[config.mk]
export PLATFORM = sky130hd
export DESIGN_NAME = mt_sequencer
export DESIGN_NICKNAME = d
export VERILOG_FILES = /design/src/rtl/mersenne_twister_prng_assert.svh /design/src/rtl/mt_pkg.sv /design/src/rtl/mt_sequencer.sv
export SDC_FILE = /design/constraint.sdc
export NUM_CORES = 1
export LEC_CHECK = 0
export BUFFER_PORTS_ARGS = -buffer_cell sky130_fd_sc_hd__buf_2
export CELL_PAD_IN_SITES_DETAIL_PLACEMENT = 1
export CELL_PAD_IN_SITES_GLOBAL_PLACEMENT = 2
export CORE_ASPECT_RATIO = 1.1
export CORE_UTILIZATION = 31
export CTS_BUF_LIST = sky130_fd_sc_hd__clkbuf_2
export DETAILED_ROUTE_END_ITERATION = 12
export PLACE_DENSITY_LB_ADDON = 0.1
export SKIP_LAST_GASP = 1
export SYNTH_ARGS = -nofsm -noshare
export SYNTH_HDL_FRONTEND = slang
export SYNTH_SLANG_ARGS = --single-unit
[constraint.sdc]
create_clock -name clk -period 5.32 [get_ports clk]
set_input_delay 1.064 -clock clk [delete_from_list [all_inputs] [get_ports clk]]
set_output_delay 1.064 -clock clk [all_outputs]
set_load 0.05 [all_outputs]
[src/rtl/mersenne_twister_prng_assert.svh]
// assertion macros for the mersenne twister generator
// depends on nothing; taken in by mt_datapath, which checks its own logic
`ifndef MERSENNE_TWISTER_PRNG_ASSERT_SVH
`define MERSENNE_TWISTER_PRNG_ASSERT_SVH

// same-cycle implication
`define MT_ASSERT_IMP(lbl, clk, rst_n, a, b, msg) \
  lbl: assert property (@(posedge clk) disable iff (!rst_n) (a) |-> (b)) else $error(msg);

// next-cycle implication
`define MT_ASSERT_NXT(lbl, clk, rst_n, a, b, msg) \
  lbl: assert property (@(posedge clk) disable iff (!rst_n) (a) |=> (b)) else $error(msg);

`endif

[src/rtl/mt_pkg.sv]
// shared constants, codes and control structs of the mersenne twister generator
// depends on nothing
package mt_pkg;

  localparam int TABLE_WORDS = 624;
  localparam int SHIFT_DIST  = 397;
  localparam int ADDR_W      = $clog2(TABLE_WORDS);
  localparam int WORD_W      = 32;
  localparam int OP_W        = 2;

  localparam logic [ADDR_W-1:0] LAST_ADDR = ADDR_W'(TABLE_WORDS - 1);
  localparam logic [ADDR_W:0]   TABLE_LEN = (ADDR_W + 1)'(TABLE_WORDS);
  localparam logic [ADDR_W:0]   SHIFT_LEN = (ADDR_W + 1)'(SHIFT_DIST);

  localparam logic [WORD_W-1:0] INIT_MULT  = 32'd1812433253;
  localparam logic [WORD_W-1:0] TWIST_XOR  = 32'h9908b0df;
  localparam logic [WORD_W-1:0] UPPER_BIT  = 32'h80000000;
  localparam logic [WORD_W-1:0] LOWER_BITS = 32'h7fffffff;
  localparam logic [WORD_W-1:0] TEMPER_B   = 32'h9d2c5680;
  localparam logic [WORD_W-1:0] TEMPER_C   = 32'hefc60000;

  localparam logic [OP_W-1:0] OP_SEED  = 2'd0;
  localparam logic [OP_W-1:0] OP_DRAW  = 2'd1;
  localparam logic [OP_W-1:0] OP_WRITE = 2'd2;

  typedef enum logic [1:0] {
    RD_NONE,
    RD_K,
    RD_TWIST,
    RD_POS
  } rd_sel_t;

  typedef enum logic [2:0] {
    WR_NONE,
    WR_SEED,
    WR_INIT,
    WR_TWIST,
    WR_REQ
  } wr_sel_t;

  typedef struct packed {
    logic    in_ready;
    logic    k_clr;
    logic    k_inc;
    rd_sel_t rd;
    wr_sel_t wr;
    logic    ld_hold;
    logic    mul;
    logic    ld_out;
  } mt_ctl_t;

  typedef struct packed {
    logic            in_valid;
    logic [OP_W-1:0] op;
    logic            pos_nz;
    logic            k_last;
    logic            out_busy;
  } mt_stat_t;

endpackage

[src/rtl/mt_sequencer.sv]
// microcode sequencer: step counter, control rom and jump conditions
// depends on mt_pkg
module mt_sequencer import mt_pkg::*; (
  input  logic     clk,
  input  logic     rst_n,
  input  mt_stat_t stat,
  output mt_ctl_t  ctl
);

  localparam int PC_W = 5;

  typedef enum logic [3:0] {
    C_ALWAYS,
    C_NO_REQ,
    C_OP_SEED,
    C_OP_WRITE,
    C_NOT_DRAW,
    C_POS_NZ,
    C_K_NOT_LAST,
    C_OUT_BUSY,
    C_NEVER
  } cond_t;

  typedef struct packed {
    cond_t           cond;
    logic [PC_W-1:0] target;
    mt_ctl_t         ctl;
  } uword_t;

  localparam logic [PC_W-1:0] S_IDLE      = 5'd0;
  localparam logic [PC_W-1:0] S_DEC_SEED  = 5'd1;
  localparam logic [PC_W-1:0] S_DEC_WRITE = 5'd2;
  localparam logic [PC_W-1:0] S_DEC_DRAW  = 5'd3;
  localparam logic [PC_W-1:0] S_DR_CHK    = 5'd4;
  localparam logic [PC_W-1:0] S_TW_PRE    = 5'd5;
  localparam logic [PC_W-1:0] S_TW_LDC    = 5'd6;
  localparam logic [PC_W-1:0] S_TW_RD     = 5'd7;
  localparam logic [PC_W-1:0] S_TW_WR     = 5'd8;
  localparam logic [PC_W-1:0] S_FETCH     = 5'd9;
  localparam logic [PC_W-1:0] S_OUT       = 5'd10;
  localparam logic [PC_W-1:0] S_DONE      = 5'd11;
  localparam logic [PC_W-1:0] S_WRITE     = 5'd12;
  localparam logic [PC_W-1:0] S_SEED0     = 5'd13;
  localparam logic [PC_W-1:0] S_SD_MUL    = 5'd14;
  localparam logic [PC_W-1:0] S_SD_WR     = 5'd15;
  localparam logic [PC_W-1:0] S_SD_DONE   = 5'd16;

  function automatic uword_t rom(input logic [PC_W-1:0] pc);
    uword_t u;
    u        = '0;
    u.cond   = C_NEVER;
    u.target = S_IDLE;
    unique case (pc)
      S_IDLE: begin
        u.cond         = C_NO_REQ;
        u.target       = S_IDLE;
        u.ctl.in_ready = 1'b1;
      end
      S_DEC_SEED: begin
        u.cond   = C_OP_SEED;
        u.target = S_SEED0;
      end
      S_DEC_WRITE: begin
        u.cond   = C_OP_WRITE;
        u.target = S_WRITE;
      end
      S_DEC_DRAW: begin
        u.cond   = C_NOT_DRAW;
        u.target = S_IDLE;
      end
      S_DR_CHK: begin
        u.cond      = C_POS_NZ;
        u.target    = S_FETCH;
        u.ctl.k_clr = 1'b1;
      end
      S_TW_PRE: u.ctl.rd = RD_K;
      S_TW_LDC: u.ctl.ld_hold = 1'b1;
      S_TW_RD:  u.ctl.rd = RD_TWIST;
      S_TW_WR: begin
        u.cond        = C_K_NOT_LAST;
        u.target      = S_TW_RD;
        u.ctl.wr      = WR_TWIST;
        u.ctl.ld_hold = 1'b1;
        u.ctl.k_inc   = 1'b1;
      end
      S_FETCH: u.ctl.rd = RD_POS;
      S_OUT: begin
        u.cond       = C_OUT_BUSY;
        u.target     = S_OUT;
        u.ctl.ld_out = 1'b1;
      end
      S_DONE: begin
        u.cond   = C_ALWAYS;
        u.target = S_IDLE;
      end
      S_WRITE: begin
        u.cond   = C_ALWAYS;
        u.target = S_IDLE;
        u.ctl.wr = WR_REQ;
      end
      S_SEED0:  u.ctl.wr = WR_SEED;
      S_SD_MUL: u.ctl.mul = 1'b1;
      S_SD_WR: begin
        u.cond      = C_K_NOT_LAST;
        u.target    = S_SD_MUL;
        u.ctl.wr    = WR_INIT;
        u.ctl.k_inc = 1'b1;
      end
      S_SD_DONE: begin
        u.cond   = C_ALWAYS;
        u.target = S_IDLE;
      end
      default: begin
        u.cond   = C_ALWAYS;
        u.target = S_IDLE;
      end
    endcase
    return u;
  endfunction

  logic [PC_W-1:0] pc_r, pc_nxt;
  uword_t          uw;
  logic            take;

  assign uw  = rom(pc_r);
  assign ctl = uw.ctl;

  always_comb begin
    unique case (uw.cond)
      C_ALWAYS:     take = 1'b1;
      C_NO_REQ:     take = ~stat.in_valid;
      C_OP_SEED:    take = (stat.op == OP_SEED);
      C_OP_WRITE:   take = (stat.op == OP_WRITE);
      C_NOT_DRAW:   take = (stat.op != OP_DRAW);
      C_POS_NZ:     take = stat.pos_nz;
      C_K_NOT_LAST: take = ~stat.k_last;
      C_OUT_BUSY:   take = stat.out_busy;
      C_NEVER:      take = 1'b0;
      default:      take = 1'b0;
    endcase
  end

  assign pc_nxt = take ? uw.target : pc_r + 1'b1;

  always_ff @(posedge clk) begin
    if (!rst_n) begin
      pc_r <= S_IDLE;
    end else begin
      pc_r <= pc_nxt;
    end
  end

endmodule

==> key figures <==
Final layout
  – Final nets: 119
  – Layout Cells excl Fill: 133
  – Most frequent cells in the layout: 18 x buf_2, 7 x o21ai_0, 7 x nand2_1
  – Leading cell type in the layout, fill and taps excluded: buf_2
  – Largest regs: pc_r x5
  – Final Util: 38.2%
  – Layout cells sized above 1: 24.8%
  – Max reg flops: 5
  – ANT cells: 0
  – Fill cells: 280
  – Top register by number of flip-flops: pc_r
  – Area Overhead vs Synth: 15.1%

Setup path
  – Worst reg-to-reg path cell count: 8
  – Buf+Inv Stages, Crit Path: 2
  – CP Cell Sequence: and3_1 > ha_1 > inv_1 > o21ai_0 > buf_2
  – Top delay family on crit path: flip-flops
  – Reg2reg start: pc_r[3]$_SDFF_PN0_
  – Reg2Reg Setup Slack: 2.80 ns
  – CP max-delay cell: dfxtp_1
  – Worst path max stage delay: 0.74 ns
  – CP Data Arrival Time: 1.95 ns
  – Critical path class: reg2out
  – Crit Path Max Fanout: 18
  – WP depth: 5
  – CP Launch Point: pc_r[3]$_SDFF_PN0_
  – Critical Path End: ctl[8]
  – Critical path capture point type: output port
  – FF-to-FF End: pc_r[2]$_SDFF_PN0_
  – CP Launch Type: flip-flop
  – Worst EP required: 4.26 ns

Floorplan
  – Initial Utilization: 33.2%
  – Site Rows: 17
  – CORE AREA: 2040 µm²
  – Die Width: 46.6 µm
  – Die ar.: 2380 µm²
  – I/O pin total: 19
  – Die H: 51.1 µm

Min path
  – Hold_sp: pc_r[0]$_SDFF_PN0_
  – Min-Delay Path Class: reg2reg

Placed design
  – Dpl hpwl: 1450 µm
  – Cells after DPL: 129
  – PortBufs: 18
  – RePlAce Congestion: 0.723

STA
  – Final setup violation count: 0
  – Max transition margin: 56.1%
  – Final Hold Fails: 0
  – Crit path time final: 3.01 ns
  – Final Max Tran Viols: 0
  – Setup TNS: 0 ns
  – Worst-Margin Slew: 0.658 ns
  – Layout Skew: 0.00271 ns
  – Crit share post-route: 56.6%
  – RSZ-0062 raised after global routing: no
  – Max Clk Rate: 0.332 GHz

Synth
  – Ys Warns: 0
  – Seq/Total Area, Yosys: 14.8%
  – Flops & latches, synth: 5
  – EDFF count, synth: 0
  – Count of cell types in the netlist: 35
  – Syn Inst Count: 90
  – Synth async-reset ratio: 0%
  – Syn Std Cell Area: 678 µm²
  – Main synth FF type: dfxtp_1
  – Post-synthesis net count: 103
  – Syn avg cell area: 7.54 µm²

Route
  – DRT iter0 DRCs: 9
  – Drt drc: 0
  – Via count: 687
  – Via-per-instance ratio: 5.17
  – Final WL: 1820 µm
  – Avg WL per Cell: 13.7 µm
  – DR pass1 iterations: 4
  – Antenna violation net count after detailed routing: 0

Pwr
  – Net load switching power: 332 µW
  – Combinational power share: 77.8%
  – Switching share of power: 58.8%
  – Clock share of power: 6.1%
  – VDD IR-drop max: 0.000296 V
  – Internal: 233 µW
  – Cell Pwr Density: 723 nW/µm²
  – Leakage Power: 0.364 nW
  – Reg power frac: 16.1%

CTS
  – Post-CTS Setup Inserts: 0
  – TritonCTS clock tree: yes
  – Register clock-pin slew on the reported worst setup and hold paths: 0.06 ns
  – H-Tree Depth: 1
  – Clk Latency, worst-skew pair: 0.21 ns
  – Clock Sinks: 5
  – Hold buffers post-CTS: 0
  – Max Buffers Root-to-Sink: 2
  – Clock Tree Root: clkbuf_2
  – Cts repair resizes: 0
  – CTS buffer count: 3

Global route
  – Grt ovf: 0
  – Initial antenna violation count: 0
  – First-pass GRT wire length: 3060 µm
  – Number of global-route vias before repair: 621
  – Total Routing Usage GR: 17.7%
  – Largest net degree at the start of global routing: 22

Flow run
  – Max_cap viols: 0

Outcome
  – Status: finished clean
[worst min path at each step]
stage                              end  slack [ns]  depth (start not counted)
finish              pc_r[0]$_SDFF_PN0_        0.65                          3
global route        pc_r[0]$_SDFF_PN0_        0.72                          3
CTS                 pc_r[0]$_SDFF_PN0_        0.66                          3
detailed placement  pc_r[0]$_SDFF_PN0_        0.65                          3
global placement    pc_r[0]$_SDFF_PN0_        0.63                          3
floorplan           pc_r[0]$_SDFF_PN0_        0.58                          3
[stage by stage]
step	power, mW	setup slack [ns]	hold WS, ns	instance area [µm²]
finish	0.564	2.31	0.646	781
global route	0.614	2.16	0.716	781
CTS	0.569	2.33	0.661	781
detailed placement	0.533	2.57	0.652	761
global placement	0.530	2.66	0.628	761
floorplan	0.460	2.30	0.577	678
[worst min-delay path, stage by stage, from the launching register on]
cell and delay [ns]:
dfxtp_1 0.38, inv_1 0.10, nand2_1 0.06, mux2i_1 0.05
[power groups by stage]
| stage | logic (mW) | registers [mW] | clock network (mW) |
|---|---|---|---|
| floorplan | 0.401 | 0.0591 | 0 |
| global placement | 0.440 | 0.0893 | 0 |
| detailed placement | 0.441 | 0.0916 | 0 |
| CTS | 0.442 | 0.0905 | 0.0363 |
| global route | 0.479 | 0.0957 | 0.0396 |
| finish | 0.439 | 0.0907 | 0.0343 |
[cell usage after synthesis (2+ instances only)]
library cell  count  area share [%]
a31oi_1           2             1.8
o21ai_0           7             5.2
buf_1             2             1.1
a21o_1            2             2.2
a211oi_1          3             3.3
and3_1            2             1.8
mux2i_1           5             7.4
inv_1             5             2.8
nand2_1           7             3.9
nand3b_1          3             3.3
ha_1              5             9.2
nor2b_1           3             2.8
buf_6             2             3.3
nor2_1            6             3.3
clkbuf_1          2             1.1
nor3_1            3             2.2
a21oi_1           5             3.7
nand3_1           2             1.5
dfxtp_1           5              15
nand2b_1          3             2.8
nor4_1            2             1.8
[cell type report]
class	instances	area (µm²)	area share [%]
repair buffers	18	90.1	11.5
clock buffers	4	20.0	2.56
flip-flops and latches	5	100	12.8
inverters	5	18.8	2.40
well taps	28	35.0	4.49
multi-input cells	73	517	66.2
[per-layer routing]
| metal | wire (µm) | part of all wire (%) | track usage [%] |
|---|---|---|---|
| met5 | 0 | 0 | 0 |
| met2 | 857 | 47 | 25.7 |
| met3 | 38 | 2.1 | 2.12 |
| met4 | 0 | 0 | 5.88 |
| met1 | 926 | 51 | 26.2 |
[kinds of logic (layout without fill, tap and decap cells)]
group / after synthesis / count (layout) / share of synthesized area (%)
buf+inv: 12 / 27 / 9.04
xor+xnor: 2 / 2 / 2.58
fa+ha+maj: 5 / 5 / 9.23
compound gates: 27 / 27 / 28.8
mux: 5 / 5 / 7.38
flops: 5 / 5 / 14.8
simple gates: 34 / 34 / 28.2
Note: power is estimated with default switching activity, not from simulation.
